[config.mk]
export PLATFORM = sky130hd
export DESIGN_NAME = snapshot_record_parser_core
export DESIGN_NICKNAME = d
export VERILOG_FILES = /design/src/rtl/core/srp_pkg.sv /design/src/rtl/core/srp_front.sv /design/src/rtl/core/srp_queue.sv /design/src/rtl/core/srp_back.sv /design/src/rtl/core/snapshot_record_parser_core.sv
export VERILOG_INCLUDE_DIRS = /design/src /design/src/rtl/core
export SDC_FILE = /design/constraint.sdc
export NUM_CORES = 1
export LEC_CHECK = 0
export BUFFER_PORTS_ARGS = -buffer_cell sky130_fd_sc_hd__buf_2
export CELL_PAD_IN_SITES_DETAIL_PLACEMENT = 1
export CELL_PAD_IN_SITES_GLOBAL_PLACEMENT = 2
export CORE_AREA = 10 10 215 217
export CTS_CLUSTER_SIZE = 20
export DETAILED_ROUTE_END_ITERATION = 10
export DIE_AREA = 0 0 225 227
export PLACE_DENSITY_LB_ADDON = 0.08
export SYNTH_ARGS = -nofsm -noshare
export SYNTH_HDL_FRONTEND = slang
export SYNTH_SLANG_ARGS = --single-unit
[constraint.sdc]
create_clock -name clk -period 3.06 [get_ports clk]
set_input_delay 0.612 -clock clk [delete_from_list [all_inputs] [get_ports clk]]
set_output_delay 0.612 -clock clk [all_outputs]
set_load 0.05 [all_outputs]
[src/rtl/core/snapshot_record_parser_core_assert.svh]
// ----------------------------------------------------------------------------
// Assertion macros for the snapshot record parser core
// Concurrent checks clocked on clk and disabled while rst_n is low.
// ----------------------------------------------------------------------------
`ifndef SNAPSHOT_RECORD_PARSER_CORE_ASSERT_SVH
`define SNAPSHOT_RECORD_PARSER_CORE_ASSERT_SVH
`ifndef NO_ASSERTIONS
`define SRP_ASSERT(lbl, prop, msg) \
    lbl: assert property (@(posedge clk) disable iff (!rst_n) prop) else $error(msg);
`define SRP_NEVER(lbl, cond, msg) \
    lbl: assert property (@(posedge clk) disable iff (!rst_n) !(cond)) else $error(msg);
`else
`define SRP_ASSERT(lbl, prop, msg)
`define SRP_NEVER(lbl, cond, msg)
`endif
`endif

[src/rtl/core/srp_pkg.sv]
// ----------------------------------------------------------------------------
// Snapshot record parser package
// Item types, event and error codes, register indexes and reset values.
// ----------------------------------------------------------------------------
`default_nettype none

package srp_pkg;

    localparam int CFG_INDEX_W = 8;
    localparam int CFG_DATA_W  = 64;

    localparam logic [CFG_INDEX_W-1:0] CFG_MAGIC  = 8'd0;
    localparam logic [CFG_INDEX_W-1:0] CFG_SELECT = 8'd1;
    localparam logic [CFG_INDEX_W-1:0] CFG_END    = 8'd2;
    localparam logic [CFG_INDEX_W-1:0] CFG_STRING = 8'd3;

    localparam logic [63:0] MAGIC_RESET  = 64'h4D49_4E52_4544_4953;
    localparam logic [7:0]  SELECT_RESET = 8'hFE;
    localparam logic [7:0]  END_RESET    = 8'hFF;
    localparam logic [7:0]  STRING_RESET = 8'h00;

    localparam int QUEUE_DEPTH = 4;
    localparam int QUEUE_PTR_W = $clog2(QUEUE_DEPTH);
    localparam int QUEUE_CNT_W = $clog2(QUEUE_DEPTH + 1);

    localparam logic [2:0] EV_HEADER  = 3'd0;
    localparam logic [2:0] EV_SELECT  = 3'd1;
    localparam logic [2:0] EV_KEYLEN  = 3'd2;
    localparam logic [2:0] EV_KEYBYTE = 3'd3;
    localparam logic [2:0] EV_VALLEN  = 3'd4;
    localparam logic [2:0] EV_VALBYTE = 3'd5;
    localparam logic [2:0] EV_DONE    = 3'd6;
    localparam logic [2:0] EV_ERROR   = 3'd7;

    localparam logic [2:0] ERR_SHORT_HEADER = 3'd0;
    localparam logic [2:0] ERR_MAGIC        = 3'd1;
    localparam logic [2:0] ERR_NO_OPCODE    = 3'd2;
    localparam logic [2:0] ERR_NO_DATABASE  = 3'd3;
    localparam logic [2:0] ERR_TRUNCATED    = 3'd4;

    typedef struct packed {
        logic       action;
        logic [7:0] data_byte;
    } req_item_t;

    typedef struct packed {
        logic [2:0]  event_res;
        logic [7:0]  payload_byte;
        logic [31:0] entry_length;
        logic [7:0]  database_number;
        logic        last_byte;
        logic [2:0]  error_code;
    } evt_item_t;

    typedef struct packed {
        logic [7:0] select_code;
        logic [7:0] end_code;
        logic [7:0] string_code;
    } opcode_cfg_t;

    typedef struct packed {
        logic       eos;
        logic [7:0] data_byte;
        logic       is_end;
        logic       is_select;
        logic       is_string;
    } q_item_t;

endpackage

`default_nettype wire

[src/rtl/core/srp_front.sv]
// ----------------------------------------------------------------------------
// Snapshot record parser front end
// Accepts request bytes and tags each with its opcode class for the queue.
// ----------------------------------------------------------------------------
`default_nettype none

module srp_front (
    input  wire                  req_valid,
    output logic                 req_stall,
    input  srp_pkg::req_item_t   req_item,
    input  srp_pkg::opcode_cfg_t codes,
    input  wire                  q_full,
    output logic                 q_push,
    output srp_pkg::q_item_t     q_item
);
    import srp_pkg::*;

    logic hit_end;
    logic hit_select;
    logic hit_string;

    assign hit_end    = req_item.data_byte == codes.end_code;
    assign hit_select = req_item.data_byte == codes.select_code;
    assign hit_string = req_item.data_byte == codes.string_code;

    assign req_stall = q_full;
    assign q_push    = req_valid && !q_full;

    always_comb
    begin
        q_item.eos       = req_item.action;
        q_item.data_byte = req_item.data_byte;
        q_item.is_end    = hit_end;
        q_item.is_select = hit_select && !hit_end;
        q_item.is_string = hit_string && !hit_select && !hit_end;
    end

endmodule

`default_nettype wire

[src/rtl/core/srp_queue.sv]
// ----------------------------------------------------------------------------
// Snapshot record parser queue
// Short FIFO of classified bytes between the front end and the parser.
// ----------------------------------------------------------------------------
`default_nettype none

`include "snapshot_record_parser_core_assert.svh"

module srp_queue (
    input  wire              clk,
    input  wire              rst_n,
    input  wire              push,
    input  srp_pkg::q_item_t push_item,
    output logic             full,
    input  wire              pop,
    output logic             q_valid,
    output srp_pkg::q_item_t head_item
);
    import srp_pkg::*;

    localparam logic [QUEUE_PTR_W-1:0] PTR_LAST = QUEUE_PTR_W'(QUEUE_DEPTH - 1);
    localparam logic [QUEUE_CNT_W-1:0] CNT_FULL = QUEUE_CNT_W'(QUEUE_DEPTH);

    q_item_t                mem_reg [QUEUE_DEPTH];
    logic [QUEUE_PTR_W-1:0] wr_ptr_reg;
    logic [QUEUE_PTR_W-1:0] wr_ptr_next;
    logic [QUEUE_PTR_W-1:0] rd_ptr_reg;
    logic [QUEUE_PTR_W-1:0] rd_ptr_next;
    logic [QUEUE_CNT_W-1:0] count_reg;
    logic [QUEUE_CNT_W-1:0] count_next;
    logic                   do_push;
    logic                   do_pop;

    assign full      = count_reg == CNT_FULL;
    assign q_valid   = count_reg != '0;
    assign head_item = mem_reg[rd_ptr_reg];
    assign do_push   = push && !full;
    assign do_pop    = pop && q_valid;

    always_comb
    begin
        wr_ptr_next = wr_ptr_reg;
        rd_ptr_next = rd_ptr_reg;
        count_next  = count_reg;
        if (do_push)
        begin
            wr_ptr_next = (wr_ptr_reg == PTR_LAST) ? '0 : wr_ptr_reg + 1'b1;
        end
        if (do_pop)
        begin
            rd_ptr_next = (rd_ptr_reg == PTR_LAST) ? '0 : rd_ptr_reg + 1'b1;
        end
        if (do_push && !do_pop)
        begin
            count_next = count_reg + 1'b1;
        end
        else if (do_pop && !do_push)
        begin
            count_next = count_reg - 1'b1;
        end
    end

    always_ff @(posedge clk or negedge rst_n)
    begin
        if (!rst_n)
        begin
            wr_ptr_reg <= '0;
            rd_ptr_reg <= '0;
            count_reg  <= '0;
        end
        else
        begin
            wr_ptr_reg <= wr_ptr_next;
            rd_ptr_reg <= rd_ptr_next;
            count_reg  <= count_next;
        end
    end

    always_ff @(posedge clk)
    begin
        if (do_push)
        begin
            mem_reg[wr_ptr_reg] <= push_item;
        end
    end

    `SRP_NEVER(a_count_bound, count_reg > CNT_FULL, "queue count beyond depth")
    `SRP_ASSERT(a_push_fills, do_push |=> count_reg != '0, "push left queue empty")
    `SRP_ASSERT(a_pop_drains, do_pop && !do_push |=> count_reg == $past(count_reg) - 1'b1, "pop did not lower count")

endmodule

`default_nettype wire

[src/rtl/core/srp_back.sv]
// ----------------------------------------------------------------------------
// Snapshot record parser back end
// Runs the dump grammar on queued bytes and registers the resulting events.
// ----------------------------------------------------------------------------
`default_nettype none

`include "snapshot_record_parser_core_assert.svh"

module srp_back #(
    parameter int MAGIC_BYTES  = 8,
    parameter int LENGTH_BYTES = 4
) (
    input  wire                clk,
    input  wire                rst_n,
    input  wire                q_valid,
    input  srp_pkg::q_item_t   head_item,
    output logic               pop,
    input  wire  [63:0]        magic_word,
    output logic               evt_valid,
    input  wire                evt_stall,
    output srp_pkg::evt_item_t evt_item
);
    import srp_pkg::*;

    typedef enum logic [3:0] {
        PH_MAGIC,
        PH_VERSION,
        PH_OPCODE,
        PH_SELECT,
        PH_KEYLEN,
        PH_KEYDATA,
        PH_VALLEN,
        PH_VALDATA,
        PH_HALT
    } phase_t;

    localparam logic [2:0] MAGIC_LAST = 3'(MAGIC_BYTES - 1);
    localparam logic [2:0] LEN_LAST   = 3'(LENGTH_BYTES - 1);

    phase_t      phase_reg;
    phase_t      phase_next;
    logic [2:0]  byte_index_reg;
    logic [2:0]  byte_index_next;
    logic [31:0] length_acc_reg;
    logic [31:0] length_acc_next;
    logic [31:0] remaining_reg;
    logic [31:0] remaining_next;
    logic [7:0]  database_reg;
    logic [7:0]  database_next;
    logic        evt_valid_reg;
    logic        evt_valid_next;
    evt_item_t   evt_item_reg;
    evt_item_t   evt_item_next;

    logic        emit;
    evt_item_t   emit_item;
    logic [2:0]  magic_sel;
    logic [7:0]  magic_want;
    logic [31:0] length_shift;
    logic        data_last;
    logic [7:0]  b;

    assign pop          = q_valid && (!evt_valid_reg || !evt_stall);
    assign b            = head_item.data_byte;
    assign magic_sel    = MAGIC_LAST - byte_index_reg;
    assign magic_want   = magic_word[{magic_sel, 3'b000} +: 8];
    assign length_shift = {length_acc_reg[23:0], b};
    assign data_last    = remaining_reg <= 32'd1;

    always_comb
    begin
        phase_next      = phase_reg;
        byte_index_next = byte_index_reg;
        length_acc_next = length_acc_reg;
        remaining_next  = remaining_reg;
        database_next   = database_reg;
        emit            = 1'b0;
        emit_item       = '0;

        if (pop)
        begin
            if (head_item.eos)
            begin
                phase_next          = PH_MAGIC;
                byte_index_next     = '0;
                length_acc_next     = '0;
                remaining_next      = '0;
                database_next       = '0;
                emit                = phase_reg != PH_HALT;
                emit_item.event_res = EV_ERROR;
                case (phase_reg)
                    PH_MAGIC, PH_VERSION: emit_item.error_code = ERR_SHORT_HEADER;
                    PH_OPCODE:            emit_item.error_code = ERR_NO_OPCODE;
                    PH_SELECT:            emit_item.error_code = ERR_NO_DATABASE;
                    PH_KEYLEN, PH_KEYDATA, PH_VALLEN, PH_VALDATA:
                                          emit_item.error_code = ERR_TRUNCATED;
                    default:              emit_item.error_code = ERR_SHORT_HEADER;
                endcase
            end
            else
            begin
                case (phase_reg)
                    PH_MAGIC:
                    begin
                        if (b != magic_want)
                        begin
                            phase_next           = PH_HALT;
                            emit                 = 1'b1;
                            emit_item.event_res  = EV_ERROR;
                            emit_item.error_code = ERR_MAGIC;
                        end
                        else if (byte_index_reg == MAGIC_LAST)
                        begin
                            byte_index_next = '0;
                            phase_next      = PH_VERSION;
                        end
                        else
                        begin
                            byte_index_next = byte_index_reg + 1'b1;
                        end
                    end
                    PH_VERSION:
                    begin
                        phase_next             = PH_OPCODE;
                        emit                   = 1'b1;
                        emit_item.event_res    = EV_HEADER;
                        emit_item.payload_byte = b;
                    end
                    PH_OPCODE:
                    begin
                        if (head_item.is_end)
                        begin
                            phase_next          = PH_HALT;
                            emit                = 1'b1;
                            emit_item.event_res = EV_DONE;
                        end
                        else if (head_item.is_select)
                        begin
                            phase_next = PH_SELECT;
                        end
                        else if (head_item.is_string)
                        begin
                            phase_next      = PH_KEYLEN;
                            byte_index_next = '0;
                            length_acc_next = '0;
                        end
                    end
                    PH_SELECT:
                    begin
                        database_next          = b;
                        phase_next             = PH_OPCODE;
                        emit                   = 1'b1;
                        emit_item.event_res    = EV_SELECT;
                        emit_item.payload_byte = b;
                    end
                    PH_KEYLEN, PH_VALLEN:
                    begin
                        if (byte_index_reg != LEN_LAST)
                        begin
                            length_acc_next = length_shift;
                            byte_index_next = byte_index_reg + 1'b1;
                        end
                        else
                        begin
                            byte_index_next        = '0;
                            length_acc_next        = '0;
                            remaining_next         = length_shift;
                            emit                   = 1'b1;
                            emit_item.entry_length = length_shift;
                            if (phase_reg == PH_KEYLEN)
                            begin
                                emit_item.event_res = EV_KEYLEN;
                                phase_next = (length_shift != '0) ? PH_KEYDATA : PH_VALLEN;
                            end
                            else
                            begin
                                emit_item.event_res = EV_VALLEN;
                                phase_next = (length_shift != '0) ? PH_VALDATA : PH_OPCODE;
                            end
                        end
                    end
                    PH_KEYDATA, PH_VALDATA:
                    begin
                        emit                   = 1'b1;
                        emit_item.payload_byte = b;
                        emit_item.last_byte    = data_last;
                        emit_item.event_res    = (phase_reg == PH_KEYDATA) ? EV_KEYBYTE
                                                                           : EV_VALBYTE;
                        if (data_last)
                        begin
                            remaining_next  = '0;
                            byte_index_next = '0;
                            length_acc_next = '0;
                            phase_next = (phase_reg == PH_KEYDATA) ? PH_VALLEN : PH_OPCODE;
                        end
                        else
                        begin
                            remaining_next = remaining_reg - 1'b1;
                        end
                    end
                    default:
                    begin
                        phase_next = PH_HALT;
                    end
                endcase
            end
        end
        emit_item.database_number = database_next;

        evt_valid_next = evt_valid_reg;
        evt_item_next  = evt_item_reg;
        if (emit)
        begin
            evt_valid_next = 1'b1;
            evt_item_next  = emit_item;
        end
        else if (evt_valid_reg && !evt_stall)
        begin
            evt_valid_next = 1'b0;
        end
    end

    always_ff @(posedge clk or negedge rst_n)
    begin
        if (!rst_n)
        begin
            phase_reg      <= PH_MAGIC;
            byte_index_reg <= '0;
            length_acc_reg <= '0;
            remaining_reg  <= '0;
            database_reg   <= '0;
            evt_valid_reg  <= 1'b0;
            evt_item_reg   <= '0;
        end
        else
        begin
            phase_reg      <= phase_next;
            byte_index_reg <= byte_index_next;
            length_acc_reg <= length_acc_next;
            remaining_reg  <= remaining_next;
            database_reg   <= database_next;
            evt_valid_reg  <= evt_valid_next;
            evt_item_reg   <= evt_item_next;
        end
    end

    assign evt_valid = evt_valid_reg;
    assign evt_item  = evt_item_reg;

    `SRP_ASSERT(a_err_code_clean,
        evt_valid_reg && evt_item_reg.event_res != EV_ERROR
            |-> evt_item_reg.error_code == ERR_SHORT_HEADER,
        "error code on non-error event")
    `SRP_ASSERT(a_data_has_bytes,
        phase_reg == PH_KEYDATA || phase_reg == PH_VALDATA |-> remaining_reg != '0,
        "data phase with no bytes left")
    `SRP_ASSERT(a_eos_rearms,
        pop && head_item.eos |=> phase_reg == PH_MAGIC && database_reg == '0,
        "end of stream did not re-arm")

endmodule

`default_nettype wire

[src/rtl/core/snapshot_record_parser_core.sv]
// ----------------------------------------------------------------------------
// Snapshot record parser core
// Byte-serial parser for a key-value snapshot dump with configurable codes.
// ----------------------------------------------------------------------------
// Feed the dump on the request channel one byte per request: action 0 carries
// data_byte, action 1 marks end of stream. A request is taken at a clock edge
// with req_valid high and req_stall low.
// Events leave on the evt channel under the same valid and stall rules. A
// request that yields an event raises evt_valid once it has passed the queue
// and the output register; matching magic bytes, opcodes other than the end
// code and length bytes before the last give none. Throughput is one byte
// per cycle from a four-entry queue while the output register is free or
// not stalled. While evt_stall is high the event holds in the output
// register; the queue keeps taking bytes until it fills, then req_stall rises.
// Write cfg_index/cfg_data with cfg_valid while the parser is idle; cfg_ready
// is always high. Index 0 magic word, 1 select code, 2 end code, 3 string
// code; other indexes are ignored.
// Reset empties the queue, drops any pending event, loads the default codes
// and arms the header check. There is no clearing pass.
// ----------------------------------------------------------------------------
`default_nettype none

module snapshot_record_parser_core #(
    parameter int MAGIC_BYTES  = 8,
    parameter int LENGTH_BYTES = 4
) (
    input  wire                                clk,
    input  wire                                rst_n,
    input  wire                                req_valid,
    output logic                               req_stall,
    input  srp_pkg::req_item_t                 req_item,
    output logic                               evt_valid,
    input  wire                                evt_stall,
    output srp_pkg::evt_item_t                 evt_item,
    input  wire                                cfg_valid,
    output logic                               cfg_ready,
    input  wire  [srp_pkg::CFG_INDEX_W-1:0]    cfg_index,
    input  wire  [srp_pkg::CFG_DATA_W-1:0]     cfg_data
);
    import srp_pkg::*;

    logic [63:0] magic_reg;
    opcode_cfg_t codes_reg;
    logic        q_full;
    logic        q_push;
    q_item_t     q_push_item;
    logic        q_pop;
    logic        q_valid;
    q_item_t     q_head;

    assign cfg_ready = 1'b1;

    always_ff @(posedge clk or negedge rst_n)
    begin
        if (!rst_n)
        begin
            magic_reg             <= MAGIC_RESET;
            codes_reg.select_code <= SELECT_RESET;
            codes_reg.end_code    <= END_RESET;
            codes_reg.string_code <= STRING_RESET;
        end
        else if (cfg_valid && cfg_ready)
        begin
            case (cfg_index)
                CFG_MAGIC:  magic_reg             <= cfg_data;
                CFG_SELECT: codes_reg.select_code <= cfg_data[7:0];
                CFG_END:    codes_reg.end_code    <= cfg_data[7:0];
                CFG_STRING: codes_reg.string_code <= cfg_data[7:0];
                default:    magic_reg             <= magic_reg;
            endcase
        end
    end

    srp_front u_front (
        .req_valid (req_valid),
        .req_stall (req_stall),
        .req_item  (req_item),
        .codes     (codes_reg),
        .q_full    (q_full),
        .q_push    (q_push),
        .q_item    (q_push_item)
    );

    srp_queue u_queue (
        .clk       (clk),
        .rst_n     (rst_n),
        .push      (q_push),
        .push_item (q_push_item),
        .full      (q_full),
        .pop       (q_pop),
        .q_valid   (q_valid),
        .head_item (q_head)
    );

    srp_back #(
        .MAGIC_BYTES  (MAGIC_BYTES),
        .LENGTH_BYTES (LENGTH_BYTES)
    ) u_back (
        .clk        (clk),
        .rst_n      (rst_n),
        .q_valid    (q_valid),
        .head_item  (q_head),
        .pop        (q_pop),
        .magic_word (magic_reg),
        .evt_valid  (evt_valid),
        .evt_stall  (evt_stall),
        .evt_item   (evt_item)
    );

endmodule

`default_nettype wire
==> flow_metrics.tcl <==
set metrics [dict create \
    synth_area_per_cell_um2 11.7 \
    clockRootBuffer "clkbuf_16" \
    dp_hpwl_um 29700 \
    path_clk_slew_ns 0.06 \
    start_util_pct 30.8 \
    cts_setup_buffers 0 \
    relSlewSlack_pct 39.6 \
    wl_met3_um 1860 \
    ys_ff_latch 270 \
    power_frac_comb_pct 37.2 \
    yosysMostFrequentCell "dfrtp_1" \
    critPathArrivalTime_ns 3.40 \
    hold_ws_ns 0.292 \
    grt-ovfl-total 0 \
    p_clk_share_pct 30.6 \
    antenna_found_initial 0 \
    hold_class "in2reg" \
    syn2layout_area_growth_pct 23.6 \
    grt_util_all_layers_pct 16.4 \
    final_hold_viol_count 0 \
    ys_seq_area_share_pct 54.8 \
    fp.dieW_um 225 \
    status "completed" \
    async_flop_share_pct 82.2 \
    slowest_stage "or4_4" \
    cts_tree "yes" \
    die_h_um 227 \
    endpoint_kind "register" \
    fin_crit_ns 2.94 \
    path_cells "or4_1, or4_4, or4_4, nand3_4, nand3_4, a221o_1, a22oi_1" \
    top_layer_used "met4" \
    nets 1378 \
    synth_edf_count 48 \
    reg2reg_depth 7 \
    postSynthCellCount 1096 \
    power.density_nw_per_um2 865 \
    p_seq_share_pct 32.2 \
    core_area_um2 41800 \
    max_stage_delay_ns 0.59 \
    dieArea_um2 51100 \
    met1_length_um 17200 \
    drv_cap 0 \
    synthesis.area_um2 12900 \
    numCtsBuffers 35 \
    dr.pass1.iters 6 \
    setup_viol 0 \
    synth_nets 1195 \
    critPathKind "reg2reg" \
    max-vdd-ir-drop_mv 0.384 \
    route.met2.wl_um 21400 \
    routed_wl_um 41300 \
    p_int_mw 8.62 \
    timing.final.crit_share_pct 96.1 \
    synth.distinct_cells 66 \
    p_sw_mw 5.13 \
    port_buffers 142 \
    vias_per_cell 4.96 \
    drive_above_1_share_pct 35.0 \
    vias 9157 \
    clock-sinks 270 \
    drt_iter0_markers 444 \
    power_leakage_nw 6.92 \
    ys.flop_type "dfrtp_1" \
    cp_max_fo 6 \
    max_freq_mhz 340 \
    largest_reg_flops 64 \
    postRouteAntennaNets 0 \
    crit_path_start_kind "register" \
    synthTopCellsByCount "dfrtp_1 (181), nand2_1 (129), mux2_2 (114), o21ai_0 (61), mux2i_1 (58)" \
    slew_viol_final 0 \
    rows 75 \
    total_power_mw 13.7 \
    worstMarginPinSlew_ns 0.898 \
    yosysTopAreaCell "dfrtp_1" \
    cts_max_level 2 \
    first_global_vias 10300 \
    ios 144 \
    synth_top_area_share_pct 35.2 \
    grt_max_degree 66 \
    clkLatencyLatePin_ns 0.55 \
    synth_area_leaders "dfrtp_1 (35%), edfxtp_1 (11%), mux2_2 (10%)" \
    cts_buffer_depth 3 \
    fin_skew_ns 0.0298 \
    hold_depth 2 \
    swShare_pct 37.3 \
    remaining_drc_errors 0 \
    yosys_warnings 0 \
    place_congestion 0.763 \
    wl_per_cell_um 22.3 \
    worst_ep_required_time_ns 3.52 \
    grt_pass1_wl_um 64300 \
    rsz0062_at_grt "false" \
]
per-stage QoR:
step                utilization (%)  setup slack (ns)  cells  setup TNS, ns  instance area, um^2
floorplan                         -            0.0769   1096              0                12900
global placement               35.0           -0.0500   1780         -0.701                14600
detailed placement             35.0           -0.0348   1780         -0.448                14600
CTS                            37.9           0.00722   1845              0                15800
global route                   38.0           0.00472   1845              0                15900
finish                         38.0             0.119   1846              0                15900
power by group through the flow:
stage | Combinational, mW | Sequential, mW | Clock [mW]
after global placement | 5.10 | 4.48 | 0
after CTS | 5.16 | 4.43 | 4.34
after global routing | 5.56 | 4.49 | 4.51
final | 5.12 | 4.42 | 4.20
after detailed placement | 5.11 | 4.50 | 0
after floorplan | 2.86 | 4.65 | 0
critical path, delay by kind of cell (launching register included):
family / cells / cell delay (ns)
AND/OR/NAND/NOR: 5 / 1.97
AO/OA/AOI/OAI: 2 / 0.49
flip-flops: 1 / 0.41
layer usage:
metal  GRT usage (%)  vias to the layer above
met5               0                        -
met2            29.1                      162
met4            4.91                        0
met1            19.6                     4645
li1                -                     4299
met3            3.56                       51
placed cells by master (no fill, tap or decap), types with 12 or more instances in the layout:
| cell | synthesis | layout |
|---|---|---|
| dfrtp_1 | 181 | 180 |
| buf_2 | 10 | 141 |
| nand2_1 | 129 | 129 |
| mux2_2 | 114 | 114 |
| o21ai_0 | 61 | 59 |
| mux2i_1 | 58 | 54 |
| nor2_1 | 55 | 54 |
| buf_4 | 6 | 50 |
| edfxtp_1 | 48 | 48 |
| inv_1 | 47 | 47 |
| dfstp_2 | 41 | 41 |
| clkbuf_16 | 0 | 37 |
| a21oi_1 | 29 | 29 |
| xnor2_1 | 29 | 29 |
| nor3_1 | 25 | 25 |
| o21ai_1 | 21 | 23 |
| mux4_2 | 22 | 22 |
| nor4_1 | 22 | 20 |
| xor2_1 | 14 | 14 |
| a22oi_1 | 12 | 12 |
| ha_1 | 12 | 12 |
what timing repair did:
action,4_1_cts,5_1_grt
endpoints found under the setup margin,16,74
hold buffers,1,0
endpoints found under the hold margin,13,0
resized for setup,4,13
logic make-up after synthesis:
kind of cell | share of synthesized area (%)
and+or+nand+nor | 10.9
DFF | 54.8
muxes | 18.4
AOI/OAI and AO/OA | 8.11
buffers and inverters | 3.52
xor gates and xnor gates | 2.93
adders and majority gates | 1.32
other | 0.0292
cell type report:
type,instances,area (um^2)
fill,4526,25900
sequential,270,7050
multi-input combinational,719,5470
timing repair buffer,206,1350
clock buffer,49,1010
tap,539,674
inverter,47,176
clock inverter,15,159
antenna,1,2.50
path summary, 6_finish.rpt:
kind | start | end | slack, ns
max in group asynchronous | rst_n | magic_reg[62] | 1.73
setup / recovery | u_back.remaining_reg[11] | u_back.phase_reg[1] | 0.12
hold / removal | cfg_data[10] | magic_reg[10] | 0.29
hold reg to reg | u_queue.count_reg[2] | u_queue.count_reg[2] | 0.49
setup reg to reg | u_back.remaining_reg[11] | u_back.phase_reg[1] | 0.12
min in group asynchronous | rst_n | u_back.evt_item[33] | 0.56
No activity file was read; power rests on OpenSTA's default activity.
